==> config.mk <==
export PLATFORM = sky130hd
export DESIGN_NAME = svar_ram
export DESIGN_NICKNAME = d
export VERILOG_FILES = /design/src/design/svar_ram.sv
export SDC_FILE = /design/constraint.sdc
export NUM_CORES = 1
export LEC_CHECK = 0
export BUFFER_PORTS_ARGS = -buffer_cell sky130_fd_sc_hd__clkbuf_2
export CAP_MARGIN = 30
export CORE_MARGIN = 10
export CORE_UTILIZATION = 60
export CTS_CLUSTER_DIAMETER = 60
export DETAILED_ROUTE_END_ITERATION = 6
export MAX_ROUTING_LAYER = met4
export PLACE_DENSITY = 0.78
export SYNTH_ARGS = -nofsm -noshare
export SYNTH_HDL_FRONTEND = slang
export SYNTH_SLANG_ARGS = --single-unit
export TNS_END_PERCENT = 100
==> constraint.sdc <==
create_clock -name i_clk -period 4.6 [get_ports i_clk]
set_input_delay 1.15 -clock i_clk [delete_from_list [all_inputs] [get_ports i_clk]]
set_output_delay 1.15 -clock i_clk [all_outputs]
set_load 0.05 [all_outputs]
==> src/design/svar_ram.sv <==
// ============================================================================
// svar_ram
// Generic simple dual-port RAM: one write port, one read port, registered read.
// ============================================================================
`default_nettype none

module svar_ram #(
    parameter int WIDTH = 8,
    parameter int DEPTH = 16
) (
    input  wire logic                     i_clk,
    input  wire logic                     i_we,
    input  wire logic [$clog2(DEPTH)-1:0] i_waddr,
    input  wire logic [WIDTH-1:0]         i_wdata,
    input  wire logic [$clog2(DEPTH)-1:0] i_raddr,
    output logic [WIDTH-1:0]              o_rdata
);

    logic [WIDTH-1:0] r_mem [DEPTH];
    logic [WIDTH-1:0] r_rdata;

    // Write port and registered read port.
    always_ff @(posedge i_clk) begin
        if (i_we) begin
            r_mem[i_waddr] <= i_wdata;
        end
        r_rdata <= r_mem[i_raddr];
    end

    assign o_rdata = r_rdata;

endmodule

`default_nettype wire

* Yosys cells after proc, flatten, opt, wreduce, memory -nomap -nowiden *
Memory sizes are Yosys's and may differ from the RTL's. A register that Yosys moved wholly into a read port is not among the register bits.
Cells that the tools add are included.
Widths: inputs -> output; s select.

word-level totals
  memory bits (writable) = 128
  logic and storage cells = 3
  register bits = 0
  memories kept = 1

memory list
  name   depth  width  rd ports  clocked after memory_dff  wr ports  line  source
  r_mem  16     8      1         1                         1         19    logic [WIDTH-1:0] r_mem [DEPTH];

cells by class
  multiplexer cells = 2

operators with widths
  cell    number
  $mux 1  2

* Logic depth before layout (Yosys ltp) *
  word-level depth = 2
  gate-level depth with buffers = 5
  depth with buffers taken out = 3

* Least setup slack after synthesis *
OpenSTA, ideal clock, no wires.

  path type = in2reg
  start = input port i_waddr[2]
  end = memory r_mem[0][0] (enable)
  setup slack = 1.957 ns
  library setup time = 0.383 ns
  buffers on the path = 0
  cell stages on the path = 2
  arrival time = 2.260 ns
  cell sequence = or3b_2 > nor3_1

RTL lines
  what         line  source
  from (decl)  13    input wire logic [$clog2(DEPTH)-1:0] i_waddr,
  to (decl)    19

No word-level cell before the write port.

==> flow_metrics.py <==
metrics = {
    "cells_and_area": {
        "syn_to_final_growth_pct": 16.4,
        "final_design_area_no_fill_um2": 5990,
        "nFillCells": 457,
        "drive_above_1_share_pct": 28.3,
        "multi_input_area_um2": 1070,
        "sequential_cell_area_um2": 4000,
        "nNetsFinal": 284,
        "diodes": 0,
    },
    "pwr": {
        "worst_ir_drop_vdd_v": 0.000370,
        "pleak_nw": 2.02,
        "pwr_density_cell_nw_per_um2": 498,
    },
    "sta": {
        "timing.fmax_ghz": 0.375,
        "finalSetupViolations": 0,
        "report.final.slew_viol_count": 0,
        "rsz0062_at_grt": "false",
        "post-route-min-period_ns": 2.67,
        "slew_headroom_pct": 31.1,
        "final.setup.tns_ns": 0,
        "min_period_over_period_pct": 58.0,
        "timing_hold_violations_final": 0,
        "timing_worst_slew_pin_value_ns": 1.03,
        "final_skew_ns": 0.00887,
        "hold_slack_ns": 0.667,
    },
    "logic_synthesis": {
        "syn-cell-area_um2": 5150,
        "post-synth-top-area-cell": "sky130_fd_sc_hd__edfxtp_1",
        "post_synth_inst_count": 229,
        "yosys_most_used_dff": "sky130_fd_sc_hd__edfxtp_1",
        "synth.area.top_cells": "sky130_fd_sc_hd__edfxtp_1 (75%), sky130_fd_sc_hd__mux4_2 (7.9%), sky130_fd_sc_hd__mux4_1 (7.1%)",
        "synth_enable_flop_cells": 128,
        "synthDistinctLibCells": 19,
        "async_flop_share_pct": 0,
        "synthesis.yosys.warnings": 0,
        "ys_ff_latch": 136,
        "synth_commonest_cells": "sky130_fd_sc_hd__edfxtp_1 (128), sky130_fd_sc_hd__mux4_2 (18), sky130_fd_sc_hd__a22oi_1 (16)",
        "synth_most_common_cell": "sky130_fd_sc_hd__edfxtp_1",
        "postSynthNetCount": 247,
        "share_of_yosys_cell_area_claimed_by_the_top_area_cell_type_pct": 74.7,
        "synth_seq_area_share_pct": 77.8,
        "synth_area_per_cell_um2": 22.5,
    },
    "min_path": {
        "worstHoldStart": "r_mem[14][1]",
        "min_path_type": "reg -> reg",
        "worstHoldPathCells": 3,
    },
    "clock_tree": {
        "cts-root-to-sink-buffers": 2,
        "clock_tree.htree_level_count": 4,
        "numClockSinks": 136,
        "buffers_inserted_during_post_cts_setup_optimization": 0,
        "cts_root_buf": "sky130_fd_sc_hd__clkbuf_8",
        "holdBufCountCts": 0,
        "insertion_delay_ns": 0.52,
        "cts_resized": 0,
        "clock_transition_at_the_registers_of_the_reported_paths_ns": 0.06,
        "cts_tree": "built",
        "cts_made_buffers": 17,
    },
    "worst_setup_path": {
        "reg2reg_depth": 3,
        "setup.worst_path.start_class": "primary input",
        "regToRegEndpoint": "o_rdata[7]",
        "signal_arrival_time_at_the_worst_endpoint_ns": 3.08,
        "end_kind": "flip-flop",
        "r2r_setup_slack_ns": 3.19,
        "worst_setup_path_endpoint": "o_rdata[1]",
        "timing_worst_setup_path_type": "in -> reg",
        "worstSetupStartpoint": "i_raddr[0]",
        "critical_path.reg2reg.startpoint": "r_mem[3][7]",
        "path_max_fanout": 17,
        "worst-endpoint-required_ns": 5.01,
    },
    "drt": {
        "detail-route-antenna-nets": 0,
        "dr_total_vias": 2480,
        "detail_route.wirelength_um": 9740,
        "drc": 0,
        "first_pass_iters": 4,
        "detail_route.wl_per_cell_um": 25.4,
        "vias_per_cell": 6.46,
        "detailedRoute.firstIterationViolations": 176,
    },
    "die": {
        "core_um2": 8300,
        "die-width_um": 113,
        "core.rowCount": 33,
        "die_height_um": 113,
        "top_level_ports": 26,
        "floorplan_die_area_um2": 12700,
        "initial_utilization_pct": 62.0,
    },
    "grt": {
        "grt_pass1_vias": 2570,
        "grt_first_pass_wirelength_um": 15100,
        "grt_antenna_before_repair": 0,
        "largest_net_degree_at_the_start_of_global_routing": 33,
        "global_route.usage.total_pct": 16.7,
        "globalRouteOverflowTotal": 0,
    },
    "placed_design": {
        "placed_area_um2": 5350,
        "portBuffers": 25,
        "detailedPlacementHpwl_um": 5770,
        "gpl.final_weighted_congestion": 0.802,
    },
    "outcome": {
        "status": "completed",
    },
    "job": {
        "maxCapViolations": 0,
    },
}
==> cells in the final DEF, fill, tap and decap left out <==
cell                           n
sky130_fd_sc_hd__a22oi_1      16
sky130_fd_sc_hd__and2_1        1
sky130_fd_sc_hd__and2b_1       1
sky130_fd_sc_hd__buf_4         3
sky130_fd_sc_hd__bufinv_16     5
sky130_fd_sc_hd__clkbuf_1      1
sky130_fd_sc_hd__clkbuf_16    16
sky130_fd_sc_hd__clkbuf_2     25
sky130_fd_sc_hd__clkbuf_8      1
sky130_fd_sc_hd__clkinv_1      1
sky130_fd_sc_hd__clkinv_4      4
sky130_fd_sc_hd__clkinvlp_4    2
sky130_fd_sc_hd__dfxtp_1       8
sky130_fd_sc_hd__edfxtp_1    128
sky130_fd_sc_hd__inv_6         2
sky130_fd_sc_hd__mux4_1       14
sky130_fd_sc_hd__mux4_2       18
sky130_fd_sc_hd__nand2_1       9
sky130_fd_sc_hd__nand2b_1      2
sky130_fd_sc_hd__nand3_1       1
sky130_fd_sc_hd__nand3b_1      2
sky130_fd_sc_hd__nor2_1       13
sky130_fd_sc_hd__nor2b_1       1
sky130_fd_sc_hd__nor3_1        2
sky130_fd_sc_hd__nor3_2        2
sky130_fd_sc_hd__or3b_2        1
==> area by class of cell <==
class	count	area share [%]
clock buffers	18	6.98
clock inverters	14	3.70
multi-input cells	83	17.8
flip-flops and latches	136	66.8
well taps	105	2.19
repair buffers	28	2.47
==> logic make-up (layout without fill, tap and decap cells) <==
family                 count (synthesis)  after routing  share of synthesized area (%)
multiplexers                          32             32                           15.0
AO/OA/AOI/OAI                         16             16                           2.33
AND/OR/NAND/NOR                       35             35                           3.18
flip-flops                           136            136                           77.8
buffers and inverters                 10             60                           1.68
==> power by group <==
group / total, mW / internal (mW) / switching (mW)
Clock: 1.44 / 0.939 / 0.503
Combinational: 0.149 / 0.0499 / 0.0986
Sequential: 1.39 / 1.39 / 0.00834
Total: 2.98 / 2.37 / 0.610
==> worst max-delay path, stage by stage <==
cell and delay [ns]:
sky130_fd_sc_hd__clkbuf_2 0.51, sky130_fd_sc_hd__buf_4 0.42, sky130_fd_sc_hd__mux4_1 0.60, sky130_fd_sc_hd__a22oi_1 0.30, sky130_fd_sc_hd__nand2_1 0.09
==> registers in the layout, indices dropped and copies added, names as in the netlist <==
| register | count |
|---|---|
| o_rdata | 8 |
| r_mem | 128 |
==> routing by layer <==
layer | share of wire [%] | vias up | track usage (%)
met4 | 2.5 | 0 | 8.63
li1 | - | 1051 | -
met2 | 48 | 126 | 23.7
met3 | 7.8 | 21 | 4.53
met5 | 0 | - | -
met1 | 42 | 1282 | 21.6
==> worst min path at each step <==
stage            endpoint  slack (ns)
5_1_grt        o_rdata[0]        0.70
3_5_place_dp   o_rdata[2]        0.66
2_1_floorplan  o_rdata[0]        0.63
3_3_place_gp   o_rdata[2]        0.65
4_1_cts        o_rdata[1]        0.68
6_report       o_rdata[1]        0.67
==> stage by stage <==
step	power, mW	worst slack (ns)	std cells	util, %
after floorplan	1.52	1.96	229	-
after global placement	1.56	1.42	352	64.5
after detailed placement	1.57	1.38	352	64.5
after CTS	3.00	1.93	384	72.2
after global routing	3.07	1.78	384	72.2
final	2.98	1.93	384	72.2
Note: power is estimated with default switching activity, not from simulation.
