<file path="src/design/svar_pkg.sv">
// ============================================================================
// svar_pkg
// Shared sizes, request types and register codes for the sample variance block.
// ============================================================================
`default_nettype none

package svar_pkg;

    // Store depth and column range.
    localparam int MAX_SAMPLES = 4096;
    localparam int MAX_COLUMNS = 1024;

    // Field widths fixed by the interface.
    localparam int SAMPLE_W = 24;
    localparam int COL_W    = 10;
    localparam int VAR_W    = 62;

    // Widths that follow from the sample width and the store depth.
    localparam int ADDR_W  = $clog2(MAX_SAMPLES);
    localparam int CNT_W   = $clog2(MAX_SAMPLES + 1);
    localparam int SUM_W   = SAMPLE_W + ADDR_W + 1;
    localparam int MEAN_W  = SAMPLE_W + 1;
    localparam int ABS_W   = SAMPLE_W;
    localparam int PROD_W  = 2 * ABS_W;
    localparam int SQ_W    = PROD_W + ADDR_W;
    localparam int DIV_W   = SQ_W;

    // Configuration register indexes.
    localparam int CFG_IDX_W = 1;
    localparam logic [CFG_IDX_W-1:0] CFG_ONE_COLUMN_MODE = 1'd0;
    localparam logic [CFG_IDX_W-1:0] CFG_SELECTED_COLUMN = 1'd1;

    // One input request.
    typedef struct packed {
        logic signed [SAMPLE_W-1:0] sample;
        logic [COL_W-1:0]           column_index;
        logic                       last;
    } t_in;

    // One result.
    typedef struct packed {
        logic [VAR_W-1:0] variance;
        logic [CNT_W-1:0] kept_count;
        logic             too_few;
        logic             overflowed;
    } t_out;

endpackage

`default_nettype wire

</file>
<file path="src/design/svar_div.sv">
// ============================================================================
// svar_div
// Restoring unsigned divider, one quotient bit per cycle, shared by the mean
// and the final variance division.
// ============================================================================
`default_nettype none

module svar_div
    import svar_pkg::*;
(
    input  wire logic             i_clk,
    input  wire logic             i_rst_n,
    input  wire logic             i_start,
    input  wire logic [DIV_W-1:0] i_dividend,
    input  wire logic [CNT_W-1:0] i_divisor,
    output logic                  o_done,
    output logic [DIV_W-1:0]      o_quotient
);

    localparam int STEP_W = $clog2(DIV_W + 1);

    logic              r_busy;
    logic              r_done;
    logic [STEP_W-1:0] r_step;
    logic [CNT_W-1:0]  r_rem;
    logic [CNT_W-1:0]  r_dsr;
    logic [DIV_W-1:0]  r_quo;

    logic [CNT_W:0]    trial;
    logic              fits;
    logic [CNT_W:0]    diff;

    // Trial subtraction of the next dividend bit.
    always_comb begin
        trial = {r_rem, r_quo[DIV_W-1]};
        fits  = trial >= {1'b0, r_dsr};
        diff  = trial - {1'b0, r_dsr};
    end

    // Control: step counter and done pulse.
    always_ff @(posedge i_clk) begin
        if (!i_rst_n) begin
            r_busy <= 1'b0;
            r_done <= 1'b0;
            r_step <= '0;
        end else begin
            r_done <= 1'b0;
            if (i_start) begin
                r_busy <= 1'b1;
                r_step <= STEP_W'(DIV_W);
            end else if (r_busy) begin
                r_step <= r_step - 1'b1;
                if (r_step == STEP_W'(1)) begin
                    r_busy <= 1'b0;
                    r_done <= 1'b1;
                end
            end
        end
    end

    // Datapath: remainder and shifting dividend/quotient word.
    always_ff @(posedge i_clk) begin
        if (i_start) begin
            r_rem <= '0;
            r_dsr <= i_divisor;
            r_quo <= i_dividend;
        end else if (r_busy) begin
            r_rem <= fits ? diff[CNT_W-1:0] : trial[CNT_W-1:0];
            r_quo <= {r_quo[DIV_W-2:0], fits};
        end
    end

    assign o_done     = r_done;
    assign o_quotient = r_quo;

`ifndef ASSERT_OFF
    // The remainder always stays below the divisor while dividing.
    a_rem_below: assert property (@(posedge i_clk) disable iff (!i_rst_n)
        r_busy && !i_start && r_dsr != '0 |=> r_rem < r_dsr)
        else $error("divider remainder not below divisor");

    // A done pulse only ends a running division.
    a_done_after_busy: assert property (@(posedge i_clk) disable iff (!i_rst_n)
        r_done |-> $past(r_busy))
        else $error("divider done without a running division");

    // Done is a single-cycle pulse.
    a_done_pulse: assert property (@(posedge i_clk) disable iff (!i_rst_n)
        r_done |=> !r_done)
        else $error("divider done held longer than one cycle");
`endif

endmodule

`default_nettype wire
</file>
<file path="config.mk">
export PLATFORM = sky130hd
export DESIGN_NAME = svar_div
export DESIGN_NICKNAME = d
export VERILOG_FILES = /design/src/design/svar_pkg.sv /design/src/design/svar_div.sv
export SDC_FILE = /design/constraint.sdc
export NUM_CORES = 1
export LEC_CHECK = 0
export BUFFER_PORTS_ARGS = -buffer_cell sky130_fd_sc_hd__clkbuf_2
export CAP_MARGIN = 40
export CORE_MARGIN = 2
export CORE_UTILIZATION = 35
export DETAILED_ROUTE_END_ITERATION = 7
export REMOVE_ABC_BUFFERS = 1
export SYNTH_ARGS = -nofsm -noshare
export SYNTH_HDL_FRONTEND = slang
export SYNTH_SLANG_ARGS = --single-unit
</file>
<file path="constraint.sdc">
create_clock -name i_clk -period 7 [get_ports i_clk]
set_input_delay 0.7 -clock i_clk [delete_from_list [all_inputs] [get_ports i_clk]]
set_output_delay 0.7 -clock i_clk [all_outputs]
set_load 0.005 [all_outputs]
</file>
# After elaboration in Yosys (flattened, before gate mapping)
# Cells that the tools add are included.
[word_totals]
ff_bits = 94
inputBits = 76
output_inout_bits = 61
elab_cells = 25
[classes]
addsub = 2
n_lt_le_gt_ge = 1
n_eq_ne = 1
n_mux = 9
bitwise_logic = 2
n_reduce_logical = 3
[op_table]
columns = ["operator", "n"]
rows = [
  ["60-bit two-way mux", 2],
  ["14-bit by 13-bit >= comparator with 1-bit output", 1],
  ["13-bit two-way mux", 1],
  ["13-bit subtractor", 1],
  ["6-bit two-way mux", 2],
  ["6-bit by 1-bit equality test with 1-bit output, second input constant", 1],
  ["6-bit by 1-bit subtractor with 6-bit output, second input constant", 1],
  ["1-bit two-way mux", 4],
  ["3-bit OR reduction", 1],
  ["1-bit NOT", 2],
  ["2-bit nonzero test", 1],
  ["2-bit OR reduction", 1],
]

# Logic depth before layout (Yosys ltp)
[depth]
word_depth = 4
ltp_mapped = 10
ltp_nobuf = 9

# Least setup slack after synthesis
# OpenSTA, ideal clock, no wires.
[synth_path]
kind = "input port to flip-flop"
from = "in i_start"
to = "reg r_quo[0] (netlist: o_quotient[0]), enable pin"
setup_time_ns = 0.419
arrival_ns = 2.303
t_required_ns = 6.581
setup_slack_ns = 4.278
stages = 4
path_buffers = 2
cell_sequence = "buf_6 -> inv_1 -> buf_4 -> nand2_1"
[synth_between]
elab_chain_len = 1
[synth_rtl]
columns = ["item", "line", "rtl"]
rows = [
  ["start: declaration", "svar_div.sv:13", "input wire logic i_start,"],
  ["2-bit nonzero test (no line)", "n/a", ""],
  ["end signal: assignment", "svar_div.sv:66", "r_quo <= i_dividend;"],
  ["end signal: assignment", "svar_div.sv:69", "r_quo <= {r_quo[DIV_W-2:0], fits};"],
  ["end: declaration", "svar_div.sv:27", "logic [DIV_W-1:0] r_quo;"],
]
# Every way passes these cells.
# A chain may end at the register's enable or synchronous reset.

# Worst setup path after layout
[layout_path]
from = "reg r_quo[59] (netlist: o_quotient[59])"
to = "reg r_rem[0]"
[layout_between]
elab_chain_len = 2
elab_cells_between_ends = 3
[layout_rtl]
columns = ["item", "line", "rtl"]
rows = [
  ["13-bit subtractor / 14-bit by 13-bit >= comparator with 1-bit output (equally long branches)", "svar_div.sv:37, svar_div.sv:36", ""],
  ["13-bit two-way mux *", "svar_div.sv:68", "r_rem <= fits ? diff[CNT_W-1:0] : trial[CNT_W-1:0];"],
  ["end signal: assignment", "svar_div.sv:68", ""],
  ["end: declaration", "svar_div.sv:25", "logic [CNT_W-1:0] r_rem;"],
]
# Every way passes the cells marked *; elsewhere a longest branch is shown, timed or not.

==> run metrics <==
Area growth syn-to-layout=24.1%; GRT Overall Usage=0.159; area of the multi-input gates=0.00187 mm2; largest net degree at the start of global routing=49; IO Pins=137; ANT cells=0; Design Area, Final=0.00577 mm2; Area contributors post-synth=edfxtp_1 (47%), mux2_2 (14%), dfxtp_1 (9.0%), ha_1 (4.0%), a311oi_1 (1.9%); Worst Setup End Kind=flip-flop; Placed Area=0.00550 mm2; DP HPWL=7.94 mm; Slew @ Worst Pin=781 ps; pwr/cell area=246 mW/mm2; global-route wire length before repair=17.7 mm; Clock Tree Buf Depth=2; status=complete, no violations; GP Congestion=0.788; most frequent cell after synthesis=edfxtp_1; DR iter-0 viols=112; WP data arrival=3110 ps; Layout Skew=8.00 ps; via count=3394; max_cap viols=0; Final Cycle Share=0.410; Max Fclk=349 MHz; RSZ-0062 raised after global routing=false; Die Y=119 um; sequential share of the synthesized area=0.562; Pleak=2.41 nW; Critical Path, Cell by Cell=inv_1 > ha_1 > inv_1 > fa_1 > a21o_2 > a221o_1 > o211ai_2 > nand3_1 > a311oi_1; final setup vio count=0; fraction of layout cells with a size suffix above 1=0.439; count of input and output buffers=136; synthesized area=0.00465 mm2; post-synth top area cell=edfxtp_1; H-tree depth=3; setup_tns=0 ps; Crit path required time=7240 ps; Setup CP Type=reg -> reg; Setup WS pre-CTS=4120 ps; Final min period=2870 ps; Gate Count Post-Synth=366; max_slew headroom=0.478; Fillers=1225; Die Width=119 um; Pre-Repair DR Iteration Count=4; ys async rst share=0; antenna violations before repair=0; post-CTS setup buffers=0; Routed WL per cell=16.0 um; fin worst setup slack=4130 ps; most used flip-flop cell after synthesis=edfxtp_1; CP dominant cell by count=inv_1; FF+latch count, synth=94; post-synth cell types=48; Commonest cells post-synth=edfxtp_1 (73), mux2_2 (59), inv_1 (23), nor2_1 (23), dfxtp_1 (21); cts repair resizes=0; yosys warns=0; Core Area=0.0131 mm2; CP max stage cell=o211ai_2; crit path launch type=flip-flop; post-cts hold buffer count=0; num rows=42; CP Max Fanout=14; Initial Util=0.355; Post-synth EDFFs=73; antenna viol nets, final=0; Hold Crit Class=reg -> reg; register cell area after layout=0.00261 mm2; final net count=593; delay-heaviest family, CP=compound AO/OA/AOI/OAI gates; worst path bufs/invs=2; DRC Markers=0; clk_lat worst skew=340 ps; GR Overflow Total=0; CTS clk-pin slew, worst paths=70 ps; Max Slew Vio Count=0; TritonCTS Buffers=9; vias in the first global route=3570; max incr delay on CP=560 ps; Die Footprint=0.0142 mm2; routed wire length=10.9 mm; Peak supply drop=0.135 mV; Clock Sink Count=94; root buffer cell=clkbuf_16; top cell type's share of synthesized area=0.471; routed vias/inst=4.98; syn_area_per_cell=12.7 um2; Hold Vio Cnt, Final=0; CTS tree=built
==> final cells by class <==
class	count	share of cell area
clock buffers	10	0.0397
clock inverters	6	0.00650
inverters	23	0.0150
multi-input cells	234	0.324
flip-flops and latches	94	0.453
well taps	176	0.0382
repair buffers	139	0.124
==> registers in the layout, indices dropped and copies added, names as in the netlist <==
register    count
o_done          1
o_quotient     60
r_busy          1
r_dsr          13
r_rem          13
r_step          6
==> final timing paths <==
check | from | to | slack (ps) | depth (start not counted)
worst max-delay path | o_quotient[59] | r_rem[0] | 4130 | 9
worst min-delay path | r_rem[3] | r_rem[3] | 520 | 2
worst max register to register | o_quotient[59] | r_rem[0] | 4130 | 9
worst min register to register | r_rem[3] | r_rem[3] | 520 | 2
==> stage by stage <==
step / total power, mW / hold slack (ps) / instances / utilization
2_1_floorplan: 0.865 / 468 / 351 / -
3_3_place_gp: 0.975 / 489 / 665 / 0.419
3_5_place_dp: 0.982 / 510 / 666 / 0.421
4_1_cts: 1.44 / 514 / 682 / 0.441
5_1_grt: 1.49 / 512 / 682 / 0.441
6_report: 1.42 / 520 / 682 / 0.441
==> worst register-to-register path, cell delays in order, from the launching register on <==
cell and delay [ps]:
edfxtp_1 420, inv_1 80, ha_1 150, inv_1 50
fa_1 400, a21o_2 250, a221o_1 370, o211ai_2 560
nand3_1 150, a311oi_1 330
==> routing by layer <==
layer  vias up  global-route usage  routed length [um]
met2       109               0.246                4980
met1      1606               0.191                4720
met4         0              0.0737                 275
met5         -                   0                   0
met3        14              0.0690                 940
li1       1665                   -                   -
==> cells in the final DEF (no fill, tap or decap), types with 3 or more instances in the layout <==
| cell type | count |
|---|---|
| a21o_1 | 7 |
| nor3_1 | 6 |
| a311oi_1 | 10 |
| clkbuf_2 | 135 |
| ha_1 | 15 |
| nor2_1 | 23 |
| a21boi_0 | 5 |
| o21ai_0 | 13 |
| clkbuf_16 | 9 |
| edfxtp_1 | 73 |
| a211o_1 | 3 |
| a31oi_1 | 4 |
| nand3_1 | 14 |
| a211oi_1 | 3 |
| and3_1 | 6 |
| nand2_1 | 12 |
| dfxtp_1 | 21 |
| o211ai_1 | 6 |
| nor2b_1 | 3 |
| mux2_2 | 59 |
| nand2b_1 | 3 |
| inv_1 | 23 |
| buf_4 | 3 |
| a21oi_1 | 8 |
| xnor2_1 | 7 |
==> kinds of logic after synthesis <==
group                    Yosys count  synth area share
flip-flops                        94             0.562
AO/OA/AOI/OAI                     76             0.122
AND/OR/NAND/NOR                   74            0.0754
multiplexers                      59             0.143
buffers and inverters             38            0.0361
adder cells (fa/ha/maj)           16            0.0447
XOR/XNOR                           9            0.0170
==> power by group <==
| group | internal (mW) | total, mW | switching, mW | leakage [nW] |
|---|---|---|---|---|
| Clock | 0.240 | 0.451 | 0.212 | 0.122 |
| Sequential | 0.668 | 0.703 | 0.0344 | 0.904 |
| Combinational | 0.127 | 0.267 | 0.139 | 1.39 |
(Power assumes the default switching activity.)
